### config.mk
export PLATFORM = sky130hd
export DESIGN_NAME = ws_frame_seq
export DESIGN_NICKNAME = d
export VERILOG_FILES = /design/src/ws_pkg.sv /design/src/ws_frame_seq.sv
export SDC_FILE = /design/constraint.sdc
export NUM_CORES = 1
export LEC_CHECK = 0
export ABC_AREA = 1
export BUFFER_PORTS_ARGS = -buffer_cell sky130_fd_sc_hd__buf_2
export CORE_MARGIN = 1
export CORE_UTILIZATION = 40
export CTS_CLUSTER_DIAMETER = 30
export DETAILED_ROUTE_END_ITERATION = 12
export GPL_TIMING_DRIVEN = 0
export MAX_ROUTING_LAYER = met4
export SLEW_MARGIN = 20
export SYNTH_ARGS = -nofsm -noshare
export SYNTH_HDL_FRONTEND = slang
export SYNTH_SLANG_ARGS = --single-unit
### constraint.sdc
create_clock -name clk -period 6.8 [get_ports clk]
set_input_delay 1.02 -clock clk [delete_from_list [all_inputs] [get_ports clk]]
set_output_delay 1.02 -clock clk [all_outputs]
set_load 0.005 [all_outputs]
### src/ws_pkg.sv
// ----------------------------------------------------------------------------
// WS2812 driver package
// Shared constants, codes and types of the WS2812 LED chain driver.
// ----------------------------------------------------------------------------
package ws_pkg;

  // Pixel store size and derived widths.
  localparam int MAX_LEDS     = 256;
  localparam int PIX_AW       = (MAX_LEDS > 1) ? $clog2(MAX_LEDS) : 1;
  localparam int POS_W        = 9;
  localparam int RD_W         = (POS_W + 1 > PIX_AW) ? POS_W + 1 : PIX_AW;
  localparam int PIX_W        = 24;
  localparam int CHAN_W       = 8;
  localparam int TICK_W       = 16;
  localparam int RSLOT_W      = 8;
  localparam int BIT_W        = 5;
  localparam int BITS_PER_LED = 24;
  localparam int MSB_BIT      = 23;
  localparam int ACT_W        = 3;
  localparam int STAT_W       = 2;
  localparam int CFG_IDX_W    = 3;
  localparam int CFG_DATA_W   = 16;

  // Command codes.
  typedef enum logic [ACT_W-1:0] {
    ACT_WRITE = 3'd0,
    ACT_FILL  = 3'd1,
    ACT_CLEAR = 3'd2,
    ACT_START = 3'd3,
    ACT_TICK  = 3'd4
  } action_t;

  // Result status codes.
  typedef enum logic [STAT_W-1:0] {
    ST_OK    = 2'd0,
    ST_RANGE = 2'd1,
    ST_BUSY  = 2'd2
  } status_t;

  // Configuration register indexes.
  typedef enum logic [CFG_IDX_W-1:0] {
    REG_LED_COUNT   = 3'd0,
    REG_BIT_PERIOD  = 3'd1,
    REG_ONE_HIGH    = 3'd2,
    REG_ZERO_HIGH   = 3'd3,
    REG_RESET_SLOTS = 3'd4
  } reg_idx_t;

  // Command sequencer states.
  typedef enum logic [1:0] {
    S_IDLE,
    S_FILL,
    S_LOAD,
    S_DONE
  } seq_state_t;

  typedef struct packed {
    logic [POS_W-1:0]   led_count;
    logic [TICK_W-1:0]  bit_period;
    logic [TICK_W-1:0]  one_high;
    logic [TICK_W-1:0]  zero_high;
    logic [RSLOT_W-1:0] reset_slots;
  } cfg_regs_t;

  // Requests from the command sequencer to the frame sequencer.
  typedef struct packed {
    logic start;
    logic tick;
    logic load;
  } frame_ctrl_t;

  // Frame sequencer status; done is valid in the cycle of a tick.
  typedef struct packed {
    logic level;
    logic sending;
    logic done;
  } frame_stat_t;

  typedef struct packed {
    logic              en;
    logic [PIX_AW-1:0] addr;
    logic [PIX_W-1:0]  data;
  } pix_wr_t;

  typedef struct packed {
    logic            en;
    logic [RD_W-1:0] pos;
  } pix_rd_t;

  typedef struct packed {
    logic              line_level;
    logic              busy_res;
    logic [STAT_W-1:0] status;
    logic              frame_done;
  } res_word_t;

  // Number of LEDs actually sent, limited by the store size.
  function automatic logic [POS_W-1:0] chain_len(input logic [POS_W-1:0] cnt);
    logic [POS_W-1:0] n;
    if (cnt > MAX_LEDS) begin
      n = POS_W'(MAX_LEDS);
    end else begin
      n = cnt;
    end
    return n;
  endfunction

endpackage

### src/ws_frame_seq.sv
// ----------------------------------------------------------------------------
// WS2812 frame sequencer
// Tracks the position in the frame, times each bit slot and derives the line
// level. The next pixel is fetched from the store well ahead of its use.
// ----------------------------------------------------------------------------
module ws_frame_seq import ws_pkg::*; (
  input  logic             clk,
  input  logic             rst,
  input  cfg_regs_t        regs,
  input  frame_ctrl_t      ctrl,
  input  logic [PIX_W-1:0] rd_data,
  output pix_rd_t          rd_req,
  output frame_stat_t      stat
);

  logic               sending,        sending_next;
  logic [POS_W-1:0]   led_position,   led_position_next;
  logic [BIT_W-1:0]   bit_position,   bit_position_next;
  logic [TICK_W-1:0]  slot_tick,      slot_tick_next;
  logic [RSLOT_W-1:0] reset_position, reset_position_next;
  logic [PIX_W-1:0]   shift_word,     shift_word_next;
  logic [PIX_W-1:0]   next_pix,       next_pix_next;
  logic               pend,           pend_next;

  logic [POS_W-1:0]   n;
  logic               in_chain;
  logic [TICK_W-1:0]  high;
  logic [TICK_W-1:0]  st_inc;
  logic               slot_end;
  logic [BIT_W-1:0]   bp_inc;
  logic [RSLOT_W-1:0] rp_inc;
  logic [POS_W-1:0]   lp_inc;
  logic               done;

  // Slot timing and the current line level.
  always_comb begin
    n        = chain_len(regs.led_count);
    in_chain = (led_position < n);
    high     = shift_word[MSB_BIT] ? regs.one_high : regs.zero_high;
    st_inc   = slot_tick + TICK_W'(1);
    slot_end = (st_inc >= regs.bit_period) || (st_inc == '0);
    bp_inc   = bit_position + BIT_W'(1);
    rp_inc   = reset_position + RSLOT_W'(1);
    lp_inc   = led_position + POS_W'(1);
  end

  assign stat.level   = sending && in_chain && (slot_tick < high);
  assign stat.sending = sending;
  assign stat.done    = done;

  // Frame state update for start, first pixel load and ticks.
  always_comb begin
    sending_next        = sending;
    led_position_next   = led_position;
    bit_position_next   = bit_position;
    slot_tick_next      = slot_tick;
    reset_position_next = reset_position;
    shift_word_next     = shift_word;
    next_pix_next       = pend ? rd_data : next_pix;
    pend_next           = 1'b0;
    rd_req              = '0;
    done                = 1'b0;

    priority if (ctrl.start) begin
      // Clear the position and fetch the first pixel.
      sending_next        = 1'b1;
      led_position_next   = '0;
      bit_position_next   = '0;
      slot_tick_next      = '0;
      reset_position_next = '0;
      shift_word_next     = '0;
      rd_req.en           = 1'b1;
      rd_req.pos          = '0;
    end else if (ctrl.load) begin
      // First pixel arrives; prefetch the second one.
      shift_word_next = rd_data;
      rd_req.en       = 1'b1;
      rd_req.pos      = RD_W'(1);
      pend_next       = 1'b1;
    end else if (ctrl.tick && sending) begin
      if (in_chain) begin
        slot_tick_next = slot_end ? '0 : st_inc;
        if (slot_end) begin
          shift_word_next   = {shift_word[PIX_W-2:0], 1'b0};
          bit_position_next = bp_inc;
          if (bp_inc >= BITS_PER_LED) begin
            // Move to the next LED and prefetch the one after it.
            bit_position_next = '0;
            led_position_next = lp_inc;
            shift_word_next   = next_pix;
            rd_req.en         = 1'b1;
            rd_req.pos        = RD_W'(lp_inc) + RD_W'(1);
            pend_next         = 1'b1;
            if ((lp_inc >= n) && (regs.reset_slots == '0)) begin
              done = 1'b1;
            end
          end
        end
      end else if (reset_position >= regs.reset_slots) begin
        done = 1'b1;
      end else begin
        // Latch code: count low slots.
        slot_tick_next = slot_end ? '0 : st_inc;
        if (slot_end) begin
          reset_position_next = rp_inc;
          if (rp_inc >= regs.reset_slots) begin
            done = 1'b1;
          end
        end
      end

      if (done) begin
        sending_next        = 1'b0;
        led_position_next   = '0;
        bit_position_next   = '0;
        slot_tick_next      = '0;
        reset_position_next = '0;
        shift_word_next     = '0;
      end
    end else begin
      // No frame activity this cycle.
      pend_next = 1'b0;
    end
  end

  // Frame state registers.
  always_ff @(posedge clk) begin
    if (rst) begin
      sending        <= 1'b0;
      led_position   <= '0;
      bit_position   <= '0;
      slot_tick      <= '0;
      reset_position <= '0;
      shift_word     <= '0;
      next_pix       <= '0;
      pend           <= 1'b0;
    end else begin
      sending        <= sending_next;
      led_position   <= led_position_next;
      bit_position   <= bit_position_next;
      slot_tick      <= slot_tick_next;
      reset_position <= reset_position_next;
      shift_word     <= shift_word_next;
      next_pix       <= next_pix_next;
      pend           <= pend_next;
    end
  end

endmodule

==> results of run 1 <==
==> registers in the layout (all words and copies together) (netlist names) <==
name	cells
pend	1
reset_position	8
shift_word	24
led_position	9
bit_position	5
sending	1
slot_tick	16
next_pix	24
==> cell usage after synthesis, types with 6 or more instances <==
library cell,number
nand3_1,52
ha_1,72
o21ai_1,19
a21oi_1,61
mux2i_1,15
dfxtp_1,88
clkbuf_1,22
nor2_2,6
inv_1,106
nor2_1,148
nand3b_1,6
nand4_1,24
nand2_1,284
xor2_1,14
nor3b_1,7
o21ai_0,47
==> path summary, 6_finish.rpt <==
check	endpoint	cells after the start
worst min-delay path	next_pix[2]$_SDFFE_PP0P_	2
worst min register to register	next_pix[2]$_SDFFE_PP0P_	2
worst max register to register	slot_tick[5]$_SDFFE_PP0P_	22
worst max-delay path	stat[0]	20
==> power groups by stage <==
stage / logic, W / clock network [W] / registers (W)
5_1_grt: 0.000183 / 0.000506 / 0.000538
4_1_cts: 0.000160 / 0.000485 / 0.000536
3_5_place_dp: 0.000159 / 0 / 0.000548
3_3_place_gp: 0.000158 / 0 / 0.000548
2_1_floorplan: 0.0000988 / 0 / 0.000546
6_report: 0.000159 / 0.000478 / 0.000536
==> critical path, cell delays in order <==
cell and delay [ns]:
buf_2 0.10, or4_1 0.52, nor2_1 0.11, a41oi_1 0.12, inv_1 0.13, nand2_1 0.10
ha_1 0.32, a21oi_1 0.15, nor2_1 0.05, a211oi_1 0.17, nand4_1 0.14, nand2_1 0.13
nor2_1 0.05, nand2_1 0.10, nand2_2 0.08, nand2_4 0.15, clkbuf_1 0.39, nor2_1 0.07
buf_4 0.15, buf_2 0.12
==> metrics by stage <==
stage | instances | setup WS (ns)
2_1_floorplan | 1042 | 2.34
3_3_place_gp | 1368 | 1.58
3_5_place_dp | 1368 | 1.60
4_1_cts | 1384 | 1.59
5_1_grt | 1384 | 1.29
6_report | 1384 | 1.60
==> layout make-up <==
type / instances / area, um^2
tap: 220 / 275
timing repair buffer: 106 / 531
sequential: 88 / 1760
multi-input combinational: 804 / 4380
clock buffer: 10 / 239
buffer: 37 / 186
fill: 1752 / 8680
clock inverter: 6 / 45.0
inverter: 113 / 424
==> cell usage in the layout (no fill, tap or decap), drive strengths merged, types with 24 or more instances in the layout <==
cell type and n:
nor2 156, nand3 56, inv 111, nand2 293
buf 121, o21ai 66, clkbuf 32, ha 72
a21oi 62, dfxtp 88, nand4 24
==> logic make-up after synthesis <==
family,synth area share (%)
compound gates,11.5
xor+xnor,2.46
simple gates,35.3
buf+inv,9.04
flops,26.1
mux,2.22
fa+ha+maj,13.3
==> per-layer routing <==
layer  wire, um  GRT usage (%)
met2       7670           33.1
met4        277           6.78
met1       9020           30.0
met5          0              -
met3        758           2.11
==> impl_metrics.yaml, run 1 <==
clocking:
  cts_hold_buf: 0
  clockBufferDepth: 2
  cts_tree: "yes"
  clock_sinks: 88
  post_cts_resized: 0
  clock_latency_ns: 0.35
  htree_levels: 3
  path_clk_slew_ns: 0.06
  cts_root_buf: "clkbuf_16"
  tritoncts.num_buffers: 9
  post_cts_buffers: 0
die:
  num_io_pins: 108
  start_util_pct: 40.9
  fp.coreArea_mm2: 0.0165
  fp.dieH_um: 132
  die_area_mm2: 0.0174
  row_count: 47
  die_x_um: 132
drt:
  ant_nets: 0
  drc_errors: 0
  avgRoutedWirePerCell_um: 12.8
  vias: 6797
  avgViaCountPerCell: 4.91
  drt-total-wl_um: 17700
  drtIter0Drc: 320
  dr.pass1.iters: 5
grt:
  antenna_found_initial: 0
  gr-usage-all-layers_pct: 21.7
  grt_pass1_wl_um: 29800
  grt_max_degree: 16
  grt_pass1_vias: 6200
  grt_overflow: 0
critical_path:
  r2r_start: "led_position[0]$_SDFFE_PP0P_"
  startpoint: "regs[60]"
  worstSetupStartpointType: "input port"
  critPathMaxFanout: 10
  crit_type: "input port to output port"
  worst_ep_arrival_time_ns: 4.18
  critical_path_required_ns: 5.78
  ff2ff_setup_slack_ns: 3.03
  crit_path_end_kind: "output port"
pwr:
  combPwrFrac_pct: 13.5
  switchingPower_w: 0.000322
  switching_share_pct: 27.5
  total_power_w: 0.00117
  p_int_w: 0.000850
  peakVddDrop_v: 0.0000964
  leakage_nw: 3.91
  power.share.clock_pct: 40.7
  p_seq_share_pct: 45.7
  p_per_area_mw_per_mm2: 150
logic_synthesis:
  synth_ff_type: "dfxtp_1"
  synth_top_cell_by_area: "dfxtp_1"
  ys_ff_latch: 88
  syn-cell-area_mm2: 0.00675
  synth_edf_count: 0
  yosysUniqueCellTypes: 45
  synthCells: 1042
  yosysWarnings: 0
  yosys-top-cells-area: "dfxtp_1, nand2_1, ha_1"
  synth_nets: 1208
  synth_area_per_cell_um2: 6.48
  yosys.area.top_type_share_pct: 26.1
  async_reset_ff_share_pct: 0
  yosysSeqAreaShare_pct: 26.1
sta:
  relSlewSlack_pct: 47.1
  max_freq_mhz: 192
  rsz0062_at_grt: "no"
  skew_ns: 0.00732
  finalMaxSlewViolations: 0
  tightest_slew_ns: 0.794
  tns_ns: 0
  timing.hold.ws_ns: 0.452
  finalCritPeriodShare_pct: 76.5
  setup_violations: 0
  min_period_ns: 5.20
  hold_viol_final: 0
final_layout:
  nets: 1325
  post-route-util_pct: 47.5
  drive_above_1_share_pct: 14.1
  design_area_mm2: 0.00784
  syn_to_final_growth_pct: 16.1
  diodes: 0
placed_design:
  portBuffers: 106
  dpl.hpwl_um: 13900
  gp_congestion: 0.845
  placedInstanceArea_mm2: 0.00756
hold_path:
  hp-class: "register to register"
  hold_start: "next_pix[2]$_SDFFE_PP0P_"
status:
  outcome: "finished, final reports clean"
run:
  drv_cap: 0
Note: power is estimated with default switching activity, not from simulation.
==> inputs of run 2 (changes only) <==
Clock period 6.8 ns to 4.6 ns, I/O delays scaled along.
==> run 2 against run 1 <==
Total power increased by 47%; final area increased by 0.48%; final cell count about the same; register-to-register slack got worse by 2.1 ns; combinational power increased by 48%; first-iteration DRC count decreased by 0.94%; critical path depth decreased by 1; clock-buffer cell count unchanged; clock power increased by 47%; worst setup slack got worse by 1.3 ns; global-route usage increased by 0.051 points.
==> impl_metrics.yaml, run 2 (same netlist as run 1, synthesis figures left out) <==
critical_path:
  crit_path_end_kind: "output port"
  cp_slowest_cell: "or4_1"
  critPathMaxFanout: 19
  slowest_delay_ns: 0.52
  critical_path_required_ns: 3.91
  crit_path_frequent_cell: "nand2_1"
  worst_ep_arrival_time_ns: 3.57
  crit_type: "input port to output port"
  crit_chain: "buf_2 -> or4_1 -> nor2_1 -> a41oi_1 -> inv_1 -> nand2_1 -> ha_1 -> nand2_1 -> nor3b_1 -> nand3b_1 -> nand4_1 -> nand2_1 -> nor2_1 -> nand2_1 -> nand2_2 -> nand2_4 -> nor2_1 -> buf_4 -> buf_2"
  worstSetupStartpointType: "input port"
placed_design:
  placedInstanceArea_mm2: 0.00756
  gp_congestion: 0.845
  portBuffers: 106
  dp.cells: 1368
  dpl.hpwl_um: 13900
clocking:
  tritoncts.num_buffers: 9
  clock_latency_ns: 0.35
  cts_root_buf: "clkbuf_16"
  cts_tree: "yes"
  cts_hold_buf: 0
  clockBufferDepth: 2
  htree_levels: 3
  clock_sinks: 88
  path_clk_slew_ns: 0.06
grt:
  grt.busiest_layer: "met2"
  use_met1_pct: 30.2
  grt_pass1_wl_um: 29900
  antenna_found_initial: 0
  grt_util_met3_pct: 2.11
  grt_pass1_vias: 6202
  gr-usage-all-layers_pct: 21.7
  grt_overflow: 0
  grt_max_degree: 20
  use_met2_pct: 33.2
pwr:
  total_power_w: 0.00173
  leakage_nw: 3.92
  peakVddDrop_v: 0.000139
  p_per_area_mw_per_mm2: 219
sta:
  hold_viol_final: 0
  rsz0062_at_grt: "no"
  min_period_ns: 4.26
  setup_violations: 0
  skew_ns: 0.00811
  finalCritPeriodShare_pct: 92.5
  max_freq_mhz: 235
  finalMaxSlewViolations: 0
  tns_ns: 0
  relSlewSlack_pct: 47.1
  tightest_slew_ns: 0.793
die:
  fp.dieH_um: 132
  row_count: 47
  num_io_pins: 108
  die_x_um: 132
  fp.coreArea_mm2: 0.0165
  die_area_mm2: 0.0174
  start_util_pct: 40.9
final_layout:
  final-seq-area_mm2: 0.00177
  multiInputGateArea_mm2: 0.00440
  drive_above_1_share_pct: 15.0
  post-route-util_pct: 47.7
  final_common_cell: "nand2_1"
  diodes: 0
  layout.cells.non_filler: 1385
  design_area_mm2: 0.00788
  fill_cells: 1751
  syn_to_final_growth_pct: 16.7
  final_cell_mix: "nand2_1, nor2_1, buf_2"
  nets: 1326
  reg_top3: "next_pix x24, shift_word x24, slot_tick x16"
drt:
  drt-total-wl_um: 17800
  ant_nets: 0
  drc_errors: 0
  vias: 6795
  dr.pass1.iters: 5
  avgViaCountPerCell: 4.91
  avgRoutedWirePerCell_um: 12.8
  drtIter0Drc: 317
run:
  drv_cap: 0
hold_path:
  hp-class: "register to register"
status:
  outcome: "finished, final reports clean"
run 2: cell count changes in the layout (fill, tap and decap cells not counted), sizes merged:
cell and change:
buf +2, clkbuf -1
run 2: layout make-up:
class / instances / share of cell area (%)
inverter: 113 / 5.38
clock buffer: 10 / 3.03
timing repair buffer: 108 / 6.92
multi-input combinational: 804 / 55.8
sequential: 88 / 22.5
clock inverter: 6 / 0.572
tap: 220 / 3.49
buffer: 36 / 2.32
run 2: worst max-delay path, delay by kind of cell:
family,cells,cell delay [ns]
AOI/OAI and AO/OA,1,0.12
buffers and inverters,4,0.45
adders and majority gates,1,0.33
and+or+nand+nor,13,1.96
run 2: power breakdown:
group	internal, W	switching, W	total [W]	leakage [nW]
combinational	0.0000933	0.000141	0.000235	3.07
clock	0.000382	0.000320	0.000702	0.131
sequential	0.000782	0.0000107	0.000792	0.719
total	0.00126	0.000472	0.00173	3.92
run 2: stage by stage:
stage / hold WS, ns / setup WS, ns
finish: 0.452 / 0.344
global route: 0.480 / 0.00449
CTS: 0.451 / 0.127
detailed placement: 0.442 / 0.0598
global placement: 0.438 / 0.0426
floorplan: 0.428 / 0.804
run 2: routing by layer:
layer  vias up  wire [um]
met5         -          0
met2       141       7720
met3        17        635
met1      3024       9160
met4         0        266
li1       3613          -
run 2: what timing repair did:
action | 4_1_cts | 5_1_grt
pin swaps | 1 | 0
setup endpoints to repair | 10 | 11
resized for setup | 0 | 11
buffers inserted | 2 | 0
run 2: worst paths after layout:
path	cells after the start	to	from	slack [ns]
worst max-delay path	19	stat[0]	regs[60]	0.34
worst min-delay path	2	next_pix[1]$_SDFFE_PP0P_	next_pix[1]$_SDFFE_PP0P_	0.45
worst max register to register	21	slot_tick[5]$_SDFFE_PP0P_	led_position[1]$_SDFFE_PP0P_	0.91
worst min register to register	2	next_pix[1]$_SDFFE_PP0P_	next_pix[1]$_SDFFE_PP0P_	0.45
==> inputs of run 3 (changes only) <==
Settings changed: CORE_MARGIN 1 to 5.
==> run 3 against run 2 <==
Via count shrank 0.24%; clock skew shrank 0.00063 ns; global-route usage shrank 2.3 points; total power grew 10%.
==> impl_metrics.yaml, run 3 (same netlist as run 1, synthesis figures left out) <==
die:
  die_area_mm2: 0.0196
  num_io_pins: 108
  fp.coreArea_mm2: 0.0166
  start_util_pct: 40.7
  die_x_um: 140
  fp.dieH_um: 140
  row_count: 47
drt:
  drt-total-wl_um: 18200
  avgViaCountPerCell: 4.90
  drtIter0Drc: 315
  vias: 6779
  dr.pass1.iters: 4
  ant_nets: 0
  drc_errors: 0
  avgRoutedWirePerCell_um: 13.2
grt:
  gr-usage-all-layers_pct: 19.4
  grt.busiest_layer: "met2"
  grt_overflow: 0
  use_met2_pct: 30.6
  grt_max_degree: 20
  grt_util_met3_pct: 2.97
  grt_pass1_wl_um: 31000
  grt_pass1_vias: 6449
  use_met1_pct: 26.1
  antenna_found_initial: 0
hold_path:
  hp-class: "register to register"
  hold_path_end: "next_pix[1]$_SDFFE_PP0P_"
  hold_depth: 2
  hold_start: "next_pix[1]$_SDFFE_PP0P_"
pwr:
  p_int_w: 0.00142
  total_power_w: 0.00190
  switchingPower_w: 0.000479
  p_seq_share_pct: 41.6
  leakage_nw: 3.96
  combPwrFrac_pct: 12.3
  switching_share_pct: 25.2
  peakVddDrop_v: 0.000213
  power.share.clock_pct: 46.1
  p_per_area_mw_per_mm2: 240
critical_path:
  worst_ep_arrival_time_ns: 3.58
  critical_path_required_ns: 3.91
  startpoint: "regs[60]"
  cp_slowest_cell: "or4_1"
  r2r_end: "shift_word[19]$_SDFFE_PP0P_"
  critPathMaxFanout: 19
  crit_path_end_kind: "output port"
  ff2ff_setup_slack_ns: 0.95
  r2r_start: "led_position[1]$_SDFFE_PP0P_"
  crit_path_frequent_cell: "nand2_1"
  worstSetupStartpointType: "input port"
  ff2ff_path_depth: 23
  crit_chain: "buf_2 -> or4_1 -> nor2_1 -> a41oi_1 -> inv_1 -> nand2_1 -> ha_1 -> nand2_1 -> nor3b_1 -> nand3b_1 -> nand4_1 -> nand2_1 -> nor2_1 -> nand2_1 -> nand2_2 -> nand2_4 -> nor2_1 -> buf_4 -> buf_2"
  crit_type: "input port to output port"
  slowest_delay_ns: 0.52
clocking:
  clock_latency_ns: 0.35
  clockBufferDepth: 2
  cts_hold_buf: 0
  tritoncts.num_buffers: 9
  path_clk_slew_ns: 0.06
  cts_root_buf: "clkbuf_16"
  cts_tree: "yes"
  clock_sinks: 88
  htree_levels: 3
final_layout:
  final_cell_mix: "nand2_1, nor2_1, buf_2"
  multiInputGateArea_mm2: 0.00440
  nets: 1325
  final-seq-area_mm2: 0.00177
  diodes: 0
  fill_cells: 1806
  final_common_cell: "nand2_1"
  drive_above_1_share_pct: 14.9
  reg_top3: "next_pix x24, shift_word x24, slot_tick x16"
  syn_to_final_growth_pct: 17.6
placed_design:
  gp_congestion: 0.870
  portBuffers: 106
  dp_slack_ns: -0.0426
  dpl.hpwl_um: 14200
sta:
  finalMaxSlewViolations: 0
  tns_ns: 0
  min_period_ns: 4.27
  hold_viol_final: 0
  finalCritPeriodShare_pct: 92.8
  relSlewSlack_pct: 45.8
  tightest_slew_ns: 0.814
  setup_violations: 0
  rsz0062_at_grt: "no"
  max_freq_mhz: 234
  skew_ns: 0.00748
  finalWorstSetupSlack_ns: 0.331
  timing.hold.ws_ns: 0.453
status:
  outcome: "finished, final reports clean"
run:
  drv_cap: 0
-- run 3: worst max-delay path, delay by kind of cell --
kind	cells	cell delay, ns
compound gates	1	0.14
buf+inv	4	0.46
fa+ha+maj	1	0.32
simple gates	13	1.97
-- run 3: final cells by class --
cell class                 count  share of cell area [%]
sequential                    88                    22.3
tap                          220                    3.47
inverter                     113                    5.34
buffer                        36                    2.30
multi-input combinational    804                    55.3
clock buffer                  10                    3.01
clock inverter                 6                    1.45
timing repair buffer         107                    6.77
-- run 3: worst max path at each step --
stage	cells after the start	end	slack (ns)
2_1_floorplan	18	stat[0]	0.80
3_3_place_gp	20	stat[0]	-0.05
3_5_place_dp	20	stat[0]	-0.04
4_1_cts	21	rd_req[0]	0.08
5_1_grt	19	stat[0]	0.02
6_report	19	stat[0]	0.33
-- run 3: power by group through the flow --
stage | Combinational (W) | Clock, W | Sequential [W]
2_1_floorplan | 0.000146 | 0 | 0.000807
3_3_place_gp | 0.000233 | 0 | 0.000809
3_5_place_dp | 0.000236 | 0 | 0.000809
4_1_cts | 0.000237 | 0.000890 | 0.000792
5_1_grt | 0.000272 | 0.000924 | 0.000794
6_report | 0.000234 | 0.000877 | 0.000792
-- run 3: what timing repair did --
| action | in CTS | in global routing |
|---|---|---|
| buffers inserted | 1 | 0 |
| endpoints found under the setup margin | 10 | 11 |
| hold endpoints to repair | 0 | 0 |
| resized for setup | 0 | 10 |
| pin swaps | 1 | 0 |
-- run 3: stage by stage --
| step | area [um^2] | util [%] | instances |
|---|---|---|---|
| finish | 7940 | 47.9 | 1384 |
| global route | 7940 | 47.9 | 1384 |
| CTS | 7920 | 47.7 | 1384 |
| detailed placement | 7560 | 45.6 | 1368 |
| global placement | 7560 | 45.6 | 1368 |
| floorplan | 6750 | - | 1042 |
-- run 3: per-layer routing --
| metal | vias to the layer above | routed length (um) |
|---|---|---|
| met2 | 115 | 8100 |
| met1 | 3025 | 9100 |
| met5 | - | 0 |
| li1 | 3620 | - |
| met4 | 0 | 278 |
| met3 | 19 | 766 |
